===== src/svf_pkg.sv =====
// svf_pkg: shared types and constants for the state-variable filter.
// Used by svf_ctrl, svf_datapath and state_variable_filter; no dependencies.

package svf_pkg;

   // Configuration port shape and register widths
   localparam int CSR_INDEX_WIDTH = 4;
   localparam int CSR_DATA_WIDTH  = 20;
   localparam int MODE_WIDTH      = 2;
   localparam int G_COEF_WIDTH    = 20;
   localparam int K_COEF_WIDTH    = 18;
   localparam int A1_COEF_WIDTH   = 17;

   // Guard fraction bits carried by the integrators below one sample LSB
   localparam int EXTRA_FRAC = 8;

   // Register indexes
   localparam logic [CSR_INDEX_WIDTH-1:0] REG_FILTER_MODE = 4'd0;
   localparam logic [CSR_INDEX_WIDTH-1:0] REG_G_COEF      = 4'd1;
   localparam logic [CSR_INDEX_WIDTH-1:0] REG_K_COEF      = 4'd2;
   localparam logic [CSR_INDEX_WIDTH-1:0] REG_A1_COEF     = 4'd3;

   // Filter modes (the unused code behaves as lowpass)
   localparam logic [MODE_WIDTH-1:0] MODE_LOWPASS  = 2'd0;
   localparam logic [MODE_WIDTH-1:0] MODE_HIGHPASS = 2'd1;
   localparam logic [MODE_WIDTH-1:0] MODE_BANDPASS = 2'd2;

   // Reset values of the registers
   localparam logic [MODE_WIDTH-1:0]    MODE_RESET = MODE_LOWPASS;
   localparam logic [G_COEF_WIDTH-1:0]  G_RESET    = 20'd10384;
   localparam logic [K_COEF_WIDTH-1:0]  K_RESET    = 18'd26214;
   localparam logic [A1_COEF_WIDTH-1:0] A1_RESET   = 17'd60211;

   // Operand pair for the shared multiplier
   typedef enum logic [2:0] {
      MUL_G_A1   = 3'd0,   // a2 = g * a1
      MUL_G_A2   = 3'd1,   // a3 = g * a2
      MUL_IC1_A1 = 3'd2,
      MUL_V3_A2  = 3'd3,
      MUL_IC1_A2 = 3'd4,
      MUL_V3_A3  = 3'd5,
      MUL_V1_K   = 3'd6
   } mul_sel_type;

   // Commands from the controller to the datapath
   typedef struct packed {
      logic        accept;    // capture request sample, form v3
      mul_sel_type mul_sel;
      logic        ld_a2;     // latch capped g*a1
      logic        ld_a3;     // latch capped g*a2
      logic        v1_load;
      logic        v1_add;
      logic        v1_sat;
      logic        v2_load;
      logic        v2_add;
      logic        v2_sat;
      logic        ic1_upd;
      logic        hp_ld;
      logic        finish;    // update integrator two, load response register
   } dp_cmd_type;

   // Status from the datapath to the controller
   typedef struct packed {
      logic out_free;
   } dp_status_type;

endpackage


===== src/svf_ctrl.sv =====
// svf_ctrl: sequencer that steps the shared multiplier through one request.
// Depends on svf_pkg for the command and status types.

module svf_ctrl (
   input  logic                  clock,
   input  logic                  reset,
   input  logic                  req_valid,
   output logic                  req_stall,
   input  logic                  coef_change,
   input  svf_pkg::dp_status_type status,
   output svf_pkg::dp_cmd_type    cmd
);
   import svf_pkg::*;

   typedef enum logic [9:0] {
      ST_IDLE   = 10'b00_0000_0001,
      ST_A2     = 10'b00_0000_0010,
      ST_A3     = 10'b00_0000_0100,
      ST_M1     = 10'b00_0000_1000,
      ST_M2     = 10'b00_0001_0000,
      ST_M3     = 10'b00_0010_0000,
      ST_M4     = 10'b00_0100_0000,
      ST_M5     = 10'b00_1000_0000,
      ST_M6     = 10'b01_0000_0000,
      ST_FINISH = 10'b10_0000_0000
   } state_type;

   state_type state_ff, state_in;
   logic      dirty_ff, dirty_in;          // a2/a3 need recomputing
   logic      from_coef_ff, from_coef_in; // product in flight is g*a2

   assign req_stall = (state_ff != ST_IDLE);

   // Next state and commands
   always_comb begin
      state_in     = state_ff;
      from_coef_in = 1'b0;
      cmd          = '0;
      cmd.mul_sel  = MUL_IC1_A1;
      case (state_ff)
         ST_IDLE: begin
            if (req_valid) begin
               cmd.accept = 1'b1;
               state_in   = dirty_ff ? ST_A2 : ST_M1;
            end
         end
         ST_A2: begin
            cmd.mul_sel = MUL_G_A1;
            state_in    = ST_A3;
         end
         ST_A3: begin
            cmd.mul_sel  = MUL_G_A2;
            cmd.ld_a2    = 1'b1;
            from_coef_in = 1'b1;
            state_in     = ST_M1;
         end
         ST_M1: begin
            cmd.mul_sel = MUL_IC1_A1;
            cmd.ld_a3   = from_coef_ff;
            state_in    = ST_M2;
         end
         ST_M2: begin
            cmd.mul_sel = MUL_V3_A2;
            cmd.v1_load = 1'b1;
            state_in    = ST_M3;
         end
         ST_M3: begin
            cmd.mul_sel = MUL_IC1_A2;
            cmd.v1_add  = 1'b1;
            state_in    = ST_M4;
         end
         ST_M4: begin
            cmd.mul_sel = MUL_V3_A3;
            cmd.v2_load = 1'b1;
            cmd.v1_sat  = 1'b1;
            state_in    = ST_M5;
         end
         ST_M5: begin
            cmd.mul_sel = MUL_V1_K;
            cmd.v2_add  = 1'b1;
            cmd.ic1_upd = 1'b1;
            state_in    = ST_M6;
         end
         ST_M6: begin
            cmd.v2_sat = 1'b1;
            cmd.hp_ld  = 1'b1;
            state_in   = ST_FINISH;
         end
         ST_FINISH: begin
            if (status.out_free) begin
               cmd.finish = 1'b1;
               state_in   = ST_IDLE;
            end
         end
         default: begin
            state_in = ST_IDLE;
         end
      endcase
   end

   // Coefficient refresh flag: set by g or a1 writes, cleared when a2 is formed
   always_comb begin
      dirty_in = dirty_ff;
      if (coef_change) begin
         dirty_in = 1'b1;
      end else if (state_ff == ST_A2) begin
         dirty_in = 1'b0;
      end
   end

   always_ff @(posedge clock) begin
      if (reset) begin
         state_ff     <= ST_IDLE;
         dirty_ff     <= 1'b1;
         from_coef_ff <= 1'b0;
      end else begin
         state_ff     <= state_in;
         dirty_ff     <= dirty_in;
         from_coef_ff <= from_coef_in;
      end
   end

endmodule


===== src/svf_datapath.sv =====
// svf_datapath: shared multiplier, accumulators, integrators and response register.
// Depends on svf_pkg; driven by svf_ctrl commands.

module svf_datapath #(
   parameter int SAMPLE_WIDTH   = 16,
   parameter int STATE_WIDTH    = 32,
   parameter int COEF_FRAC_BITS = 16
) (
   input  logic                                   clock,
   input  logic                                   reset,
   input  svf_pkg::dp_cmd_type                    cmd,
   output svf_pkg::dp_status_type                 status,
   input  logic signed [SAMPLE_WIDTH-1:0]         req_sample_in,
   input  logic [svf_pkg::MODE_WIDTH-1:0]         filter_mode,
   input  logic [svf_pkg::G_COEF_WIDTH-1:0]       g_coef,
   input  logic [svf_pkg::K_COEF_WIDTH-1:0]       k_coef,
   input  logic [svf_pkg::A1_COEF_WIDTH-1:0]      a1_coef,
   output logic                                   rsp_valid,
   input  logic                                   rsp_stall,
   output logic signed [SAMPLE_WIDTH-1:0]         rsp_sample_out
);
   import svf_pkg::*;

   localparam int V0W = SAMPLE_WIDTH + EXTRA_FRAC;
   localparam int VW  = ((V0W > STATE_WIDTH) ? V0W : STATE_WIDTH) + 1;
   localparam int CW  = (COEF_FRAC_BITS + 3 > G_COEF_WIDTH + 1) ?
                        COEF_FRAC_BITS + 3 : G_COEF_WIDTH + 1;
   localparam int PW  = VW + CW;
   localparam int SHW = PW - COEF_FRAC_BITS;
   localparam int AW  = SHW + 2;
   localparam int YW  = AW - EXTRA_FRAC;
   localparam logic [SHW-1:0] A_CAP = SHW'(1) << (COEF_FRAC_BITS + 1);

   logic signed [V0W-1:0]         v0_ff, v0_in;
   logic signed [VW-1:0]          v3_ff, v3_in;
   logic signed [STATE_WIDTH-1:0] ic1_ff, ic1_in;
   logic signed [STATE_WIDTH-1:0] ic2_ff, ic2_in;
   logic [CW-1:0]                 a2_ff, a3_ff;
   logic signed [PW-1:0]          prod_ff, prod_in;
   logic signed [AW-1:0]          v1acc_ff, v2acc_ff;
   logic signed [STATE_WIDTH-1:0] v1_ff, v2_ff;
   logic signed [SHW-1:0]         hp_ff;
   logic                          rsp_valid_ff, rsp_valid_in;
   logic signed [SAMPLE_WIDTH-1:0] rsp_sample_ff, rsp_sample_in;

   logic signed [VW-1:0]  mul_a;
   logic signed [CW-1:0]  mul_b;
   logic signed [SHW-1:0] prod_sh;
   logic [CW-1:0]         coef_capped;
   logic signed [AW-1:0]  y_full;
   logic signed [YW-1:0]  y_sh;

   // Saturate a wide value to the state width
   function automatic logic signed [STATE_WIDTH-1:0] sat_state(input logic signed [AW-1:0] x);
      logic all_ones;
      logic all_zeros;
      all_ones  = &x[AW-1:STATE_WIDTH-1];
      all_zeros = ~|x[AW-1:STATE_WIDTH-1];
      if (all_ones || all_zeros) begin
         sat_state = x[STATE_WIDTH-1:0];
      end else if (x[AW-1]) begin
         sat_state = {1'b1, {(STATE_WIDTH-1){1'b0}}};
      end else begin
         sat_state = {1'b0, {(STATE_WIDTH-1){1'b1}}};
      end
   endfunction

   // Saturate the shifted output node to the sample width
   function automatic logic signed [SAMPLE_WIDTH-1:0] sat_sample(input logic signed [YW-1:0] x);
      logic all_ones;
      logic all_zeros;
      all_ones  = &x[YW-1:SAMPLE_WIDTH-1];
      all_zeros = ~|x[YW-1:SAMPLE_WIDTH-1];
      if (all_ones || all_zeros) begin
         sat_sample = x[SAMPLE_WIDTH-1:0];
      end else if (x[YW-1]) begin
         sat_sample = {1'b1, {(SAMPLE_WIDTH-1){1'b0}}};
      end else begin
         sat_sample = {1'b0, {(SAMPLE_WIDTH-1){1'b1}}};
      end
   endfunction

   // Floored product and capped coefficient (a2, a3 are never negative)
   assign prod_sh     = SHW'(prod_ff >>> COEF_FRAC_BITS);
   assign coef_capped = ($unsigned(prod_sh) > A_CAP) ? CW'(A_CAP) : prod_sh[CW-1:0];

   // Multiplier operand select
   always_comb begin
      case (cmd.mul_sel)
         MUL_G_A1: begin
            mul_a = VW'(a1_coef);
            mul_b = CW'(g_coef);
         end
         MUL_G_A2: begin
            mul_a = VW'(g_coef);
            mul_b = coef_capped;
         end
         MUL_IC1_A1: begin
            mul_a = VW'(ic1_ff);
            mul_b = CW'(a1_coef);
         end
         MUL_V3_A2: begin
            mul_a = v3_ff;
            mul_b = a2_ff;
         end
         MUL_IC1_A2: begin
            mul_a = VW'(ic1_ff);
            mul_b = a2_ff;
         end
         MUL_V3_A3: begin
            mul_a = v3_ff;
            mul_b = a3_ff;
         end
         MUL_V1_K: begin
            mul_a = VW'(v1_ff);
            mul_b = CW'(k_coef);
         end
         default: begin
            mul_a = '0;
            mul_b = '0;
         end
      endcase
   end

   assign prod_in = PW'(mul_a) * PW'(mul_b);

   // Sample capture and v3 = v0 - ic2
   assign v0_in = {req_sample_in, {EXTRA_FRAC{1'b0}}};
   assign v3_in = VW'(v0_in) - VW'(ic2_ff);

   // Output node select by mode
   always_comb begin
      case (filter_mode)
         MODE_HIGHPASS: y_full = AW'(v0_ff) - AW'(hp_ff) - AW'(v2_ff);
         MODE_BANDPASS: y_full = AW'(v1_ff);
         default:       y_full = AW'(v2_ff);
      endcase
   end

   assign y_sh          = YW'(y_full >>> EXTRA_FRAC);
   assign rsp_sample_in = sat_sample(y_sh);

   // Integrator updates: ic = sat(2*v - ic)
   assign ic1_in = sat_state(AW'(v1_ff) + AW'(v1_ff) - AW'(ic1_ff));
   assign ic2_in = sat_state(AW'(v2_ff) + AW'(v2_ff) - AW'(ic2_ff));

   // Response register handshake
   always_comb begin
      rsp_valid_in = rsp_valid_ff && rsp_stall;
      if (cmd.finish) begin
         rsp_valid_in = 1'b1;
      end
   end

   assign status.out_free = !rsp_valid_ff || !rsp_stall;
   assign rsp_valid       = rsp_valid_ff;
   assign rsp_sample_out  = rsp_sample_ff;

   // Control state and integrators
   always_ff @(posedge clock) begin
      if (reset) begin
         rsp_valid_ff <= 1'b0;
         ic1_ff       <= '0;
         ic2_ff       <= '0;
      end else begin
         rsp_valid_ff <= rsp_valid_in;
         if (cmd.ic1_upd) begin
            ic1_ff <= ic1_in;
         end
         if (cmd.finish) begin
            ic2_ff <= ic2_in;
         end
      end
   end

   // Payload registers
   always_ff @(posedge clock) begin
      prod_ff <= prod_in;
      if (cmd.accept) begin
         v0_ff <= v0_in;
         v3_ff <= v3_in;
      end
      if (cmd.ld_a2) begin
         a2_ff <= coef_capped;
      end
      if (cmd.ld_a3) begin
         a3_ff <= coef_capped;
      end
      if (cmd.v1_load) begin
         v1acc_ff <= AW'(prod_sh);
      end else if (cmd.v1_add) begin
         v1acc_ff <= v1acc_ff + AW'(prod_sh);
      end
      if (cmd.v2_load) begin
         v2acc_ff <= AW'(ic2_ff) + AW'(prod_sh);
      end else if (cmd.v2_add) begin
         v2acc_ff <= v2acc_ff + AW'(prod_sh);
      end
      if (cmd.v1_sat) begin
         v1_ff <= sat_state(v1acc_ff);
      end
      if (cmd.v2_sat) begin
         v2_ff <= sat_state(v2acc_ff);
      end
      if (cmd.hp_ld) begin
         hp_ff <= prod_sh;
      end
      if (cmd.finish) begin
         rsp_sample_ff <= rsp_sample_in;
      end
   end

endmodule


===== src/state_variable_filter.sv =====
// state_variable_filter: top level of the trapezoidal state-variable filter.
// Holds the configuration registers; instantiates svf_ctrl and svf_datapath.
//
// Usage:
//  - req_valid/req_stall/req_sample_in carry one signed audio sample per request.
//    A request is taken when req_valid is high and req_stall is low.
//  - rsp_valid/rsp_stall/rsp_sample_out return one filtered, saturated sample
//    per request, in order.
//  - csr_write_enable/csr_index/csr_wdata write the mode (0), g (1), k (2) and
//    a1 (3) registers; other indexes are ignored. Write only while idle.
//  - After a write to g or a1, the next request first rebuilds a2 = g*a1 and
//    a3 = g*a2. A new request is taken only once the previous one is done.
//    Five products go through one shared multiplier, one per cycle, followed
//    by the output step, and the response is registered.
//  - While rsp_stall holds a response, the next request is taken and worked
//    on, then waits in its last step until the response register frees.
//  - Reset clears both integrators and restores the register reset values.

module state_variable_filter #(
   parameter int SAMPLE_WIDTH   = 16,
   parameter int STATE_WIDTH    = 32,
   parameter int COEF_FRAC_BITS = 16
) (
   input  logic                                  clock,
   input  logic                                  reset,
   input  logic                                  req_valid,
   output logic                                  req_stall,
   input  logic signed [SAMPLE_WIDTH-1:0]        req_sample_in,
   output logic                                  rsp_valid,
   input  logic                                  rsp_stall,
   output logic signed [SAMPLE_WIDTH-1:0]        rsp_sample_out,
   input  logic                                  csr_write_enable,
   input  logic [svf_pkg::CSR_INDEX_WIDTH-1:0]   csr_index,
   input  logic [svf_pkg::CSR_DATA_WIDTH-1:0]    csr_wdata
);
   import svf_pkg::*;

   logic [MODE_WIDTH-1:0]    mode_ff, mode_in;
   logic [G_COEF_WIDTH-1:0]  g_ff, g_in;
   logic [K_COEF_WIDTH-1:0]  k_ff, k_in;
   logic [A1_COEF_WIDTH-1:0] a1_ff, a1_in;
   logic                     coef_change;
   dp_cmd_type               cmd;
   dp_status_type            status;

   // Configuration register writes
   always_comb begin
      mode_in = mode_ff;
      g_in    = g_ff;
      k_in    = k_ff;
      a1_in   = a1_ff;
      if (csr_write_enable) begin
         case (csr_index)
            REG_FILTER_MODE: mode_in = csr_wdata[MODE_WIDTH-1:0];
            REG_G_COEF:      g_in    = csr_wdata[G_COEF_WIDTH-1:0];
            REG_K_COEF:      k_in    = csr_wdata[K_COEF_WIDTH-1:0];
            REG_A1_COEF:     a1_in   = csr_wdata[A1_COEF_WIDTH-1:0];
            default: begin
            end
         endcase
      end
   end

   // g or a1 changed: a2 and a3 must be rebuilt before the next request
   assign coef_change = csr_write_enable &&
                        ((csr_index == REG_G_COEF) || (csr_index == REG_A1_COEF));

   always_ff @(posedge clock) begin
      if (reset) begin
         mode_ff <= MODE_RESET;
         g_ff    <= G_RESET;
         k_ff    <= K_RESET;
         a1_ff   <= A1_RESET;
      end else begin
         mode_ff <= mode_in;
         g_ff    <= g_in;
         k_ff    <= k_in;
         a1_ff   <= a1_in;
      end
   end

   svf_ctrl u_ctrl (
      .clock       (clock),
      .reset       (reset),
      .req_valid   (req_valid),
      .req_stall   (req_stall),
      .coef_change (coef_change),
      .status      (status),
      .cmd         (cmd)
   );

   svf_datapath #(
      .SAMPLE_WIDTH   (SAMPLE_WIDTH),
      .STATE_WIDTH    (STATE_WIDTH),
      .COEF_FRAC_BITS (COEF_FRAC_BITS)
   ) u_datapath (
      .clock          (clock),
      .reset          (reset),
      .cmd            (cmd),
      .status         (status),
      .req_sample_in  (req_sample_in),
      .filter_mode    (mode_ff),
      .g_coef         (g_ff),
      .k_coef         (k_ff),
      .a1_coef        (a1_ff),
      .rsp_valid      (rsp_valid),
      .rsp_stall      (rsp_stall),
      .rsp_sample_out (rsp_sample_out)
   );

endmodule


===== config.mk =====
export PLATFORM = sky130hd
export DESIGN_NAME = state_variable_filter
export DESIGN_NICKNAME = d
export VERILOG_FILES = /design/src/svf_pkg.sv /design/src/svf_ctrl.sv /design/src/svf_datapath.sv /design/src/state_variable_filter.sv
export SDC_FILE = /design/constraint.sdc
export NUM_CORES = 2
export LEC_CHECK = 0
export BUFFER_PORTS_ARGS = -buffer_cell sky130_fd_sc_hd__buf_2
export CELL_PAD_IN_SITES_DETAIL_PLACEMENT = 1
export CELL_PAD_IN_SITES_GLOBAL_PLACEMENT = 1
export CORE_UTILIZATION = 45
export DETAILED_ROUTE_END_ITERATION = 8
export GPL_ROUTABILITY_DRIVEN = 1
export PLACE_DENSITY = 0.73
export SYNTH_ARGS = -nofsm -noshare
export SYNTH_HDL_FRONTEND = slang
export SYNTH_HIERARCHICAL = 1
export SYNTH_SLANG_ARGS = --single-unit
export TNS_END_PERCENT = 50

===== constraint.sdc =====
create_clock -name clock -period 28.4 [get_ports clock]
set_clock_uncertainty 0.2 [all_clocks]
set_input_delay 0 -clock clock [delete_from_list [all_inputs] [get_ports clock]]
set_output_delay 0 -clock clock [all_outputs]
set_load 0.01 [all_outputs]

==> impl_metrics.yaml <==
power_and_ir_drop:
  cellPowerDensity_mw_per_mm2: 33.4
  leakagePower_nw: 28.3
  swShare_pct: 33.7
  seqPwrFrac_pct: 37.9
  ir_worst_vdd_uv: 42.1
  p_int_mw: 1.35
  p_sw_mw: 0.688
  share_comb_of_total_power_pct: 26.6
  clkPwrFrac_pct: 35.5
floorplanning:
  start_util_pct: 45.5
  boundaryPins: 63
  die_h_um: 356
  fp-row-count: 129
  dieArea_sq_mm: 0.127
  fp.dieW_um: 356
  core_sq_mm: 0.124
final_layout:
  nets: 7439
  drive_gt1_share_pct: 5.71
  syn_to_final_growth_pct: 8.54
  final_area_sq_mm: 0.0612
placement:
  io_buffers: 62
  dp_hpwl_um: 152000
  place_area_sq_mm: 0.0586
  gp_congestion: 0.914
worst_setup_path:
  crit_type: "reg2reg"
  cp_slowest_cell: "nor3_1"
  r2r_setup_slack_ns: 16.29
  arrival_ns: 12.45
  path_delay_family: "simple AND/OR/NAND/NOR gates"
  crit_path_start_kind: "flip-flop"
  cp_slowest_stage_delay_ns: 0.75
  critPathMaxFanout: 37
  required_ns: 28.74
  crit_buf_inv: 9
  end_kind: "flip-flop"
synthesis:
  ys_ff_latch: 461
  synth_edf_count: 289
  syn_inst: 6255
  synth.area.top_cells: "fa_1 26%, edfxtp_1 15%, ha_1 8.5%"
  netlist_area_sq_mm: 0.0564
  synth_area_per_cell_sq_um: 9.01
  synth_top_area_share_pct: 25.6
  ys_warn_count: 6
  synth_cell_types: 106
  synth_top_area_cell: "fa_1"
  synth_ff_type: "edfxtp_1"
  async_flop_share_pct: 0
  yosysSeqAreaShare_pct: 21.5
route:
  drc_errors: 10
  drt-initial-drc-count: 3691
  dr.pass1.iters: 7
  vias: 46500
  wire_per_inst_um: 24.4
  antenna_left: 0
  m1WireLength_um: 83200
  routed-wl-met2_um: 92700
  viasPerCell: 5.83
  dr_wl_met3_um: 10900
  maxUsedRoutingLayer: "met4"
  drt-total-wl_um: 194000
run_status:
  status: "finished, violations left"
  violations: "DRC"
timing:
  finalSetupTns_ns: 0
  relSlewSlack_pct: 3.57
  period_share_pct: 42.7
  setup_violations: 0
  worstMarginPinSlew_ns: 1.45
  period_needed_ns: 12.11
  rsz0062_at_grt: "no"
  hold_viol_final: 0
  max_freq_mhz: 82.6
  slew_viol_final: 0
job:
  maxCapViolCount: 0
global_route:
  grt_overflow: 0
  grt_usage_pct: 31.0
  grt_pass1_wl_um: 300000
  antenna_found_initial: 5
  grt_start_max_net_pins: 99
  grt_pass1_vias: 49900
min_path:
  hold_class: "in2reg"
clocking:
  clock-root-buffer: "clkbuf_16"
  cts_tree: "yes"
  cts_buffers: 52
  clock_latency_ns: 0.64
  h-tree-depth: 2
  post_cts_resized: 0
  clkTransAtPathRegs_ns: 0.06
  clockBufferDepth: 3
  cts.sink_count: 461
registers in the layout, summed over array words and instances (netlist names), 2 cells and up:
signal                     count
u_datapath/v1acc_ff           40
u_ctrl/state_ff               10
a1_ff                         17
u_datapath/v2_ff              32
u_datapath/a2_ff              21
mode_ff                        2
u_datapath/v1_ff              32
u_datapath/v2acc_ff           40
u_datapath/v0_ff              16
u_datapath/rsp_sample_out     16
g_ff                          20
u_datapath/v3_ff              33
u_datapath/hp_ff              38
u_datapath/ic2_ff             32
u_datapath/ic1_ff             32
k_ff                          18
u_datapath/a3_ff              21
u_datapath/prod_ff            38
per-stage QoR:
stage / power [mW] / hold WS (ns) / utilization [%] / setup WS (ns) / instances
after detailed placement: 1.31 / 0.0427 / 47.3 / 16.58 / 7797
after floorplan: 1.12 / -0.101 / - / 18.46 / 6260
after global routing: 2.13 / 0.0571 / 49.4 / 15.78 / 7972
after global placement: 1.29 / 0.0394 / 47.3 / 16.78 / 7797
final: 2.04 / 0.0240 / 49.4 / 16.29 / 7973
after CTS: 2.05 / 0.000958 / 49.3 / 16.51 / 7971
worst register-to-register path: cells and delay by family, from the launching register on:
family | cells | cell delay, ns
fa+ha+maj | 8 | 3.87
flops | 1 | 0.42
buf+inv | 9 | 1.32
compound gates | 8 | 1.95
simple gates | 13 | 4.25
cell usage in the layout (no fill, tap or decap), drive strengths merged, types with 76 or more instances in the layout:
master	instances
a21o	215
a21oi	295
buf	157
dfxtp	172
dlygate4sd3	76
edfxtp	289
fa	721
ha	382
inv	1084
mux2i	121
nand2	675
nand2b	107
nor2	493
o21ai	238
xnor2	160
xor2	77
routing by layer:
metal | track usage (%) | vias to the layer above
met5 | 0 | -
met4 | 10.6 | 0
met3 | 3.68 | 365
met2 | 52.3 | 1396
met1 | 41.0 | 24000
li1 | - | 20700
Yosys cell counts, types with 43 or more instances:
| master | number |
|---|---|
| nor2_1 | 493 |
| a31oi_1 | 44 |
| nor2b_1 | 43 |
| a21oi_1 | 282 |
| o21a_1 | 60 |
| edfxtp_1 | 289 |
| xnor2_1 | 160 |
| and2_1 | 73 |
| a21o_1 | 215 |
| nand2_1 | 675 |
| nor3_1 | 56 |
| fa_1 | 721 |
| mux2i_1 | 121 |
| a22oi_1 | 43 |
| nand2b_1 | 107 |
| dfxtp_1 | 172 |
| o21ai_0 | 213 |
| nand4_1 | 45 |
| inv_1 | 1079 |
| nand3_1 | 59 |
| clkbuf_1 | 204 |
| ha_1 | 382 |
| xor2_1 | 77 |
cell type report:
class | count | area [sq um]
timing repair buffer | 233 | 1780
multi-input combinational | 4463 | 39400
sequential | 461 | 12100
tap | 1637 | 2050
inverter | 1080 | 4060
antenna | 1 | 2.50
fill | 14400 | 62800
clock buffer | 68 | 1500
clock inverter | 30 | 303
power by group through the flow:
stage | logic, mW | registers (mW) | clock network (mW)
after detailed placement | 0.524 | 0.789 | 0
after global routing | 0.593 | 0.775 | 0.759
after CTS | 0.536 | 0.775 | 0.735
after floorplan | 0.346 | 0.776 | 0
after global placement | 0.505 | 0.788 | 0
final | 0.542 | 0.775 | 0.725
what timing repair did:
action	4_1_cts	5_1_grt
setup buffers	0	0
endpoints found under the hold margin	121	0
endpoints found under the setup margin	0	0
hold buffers	76	0
cells by family (layout without fill, tap and decap cells):
logic type | Yosys count | after routing | share of synthesized area [%]
AOI/OAI and AO/OA | 1265 | 1265 | 15.3
xor gates and xnor gates | 237 | 237 | 3.68
adders and majority gates | 1103 | 1103 | 34.1
buffers and inverters | 1336 | 1411 | 9.12
DFF | 461 | 461 | 21.5
muxes | 139 | 139 | 2.51
other | 1 | 7 | 0.00665
and+or+nand+nor | 1713 | 1713 | 13.8
final timing paths:
| path | end | cells past startpoint | startpoint |
|---|---|---|---|
| setup / recovery | u_datapath/prod_ff[51]$_DFF_P_ | 38 | u_ctrl/state_ff[0]$_SDFFE_PP1P_ |
| hold / removal | a1_ff[4]$_SDFFE_PP1P_ | 4 | csr_wdata[4] |
| setup reg to reg | u_datapath/prod_ff[51]$_DFF_P_ | 38 | u_ctrl/state_ff[0]$_SDFFE_PP1P_ |
| hold reg to reg | k_ff[11]$_SDFFE_PP0P_ | 2 | k_ff[11]$_SDFFE_PP0P_ |
Power figures use the tool's default switching activity.
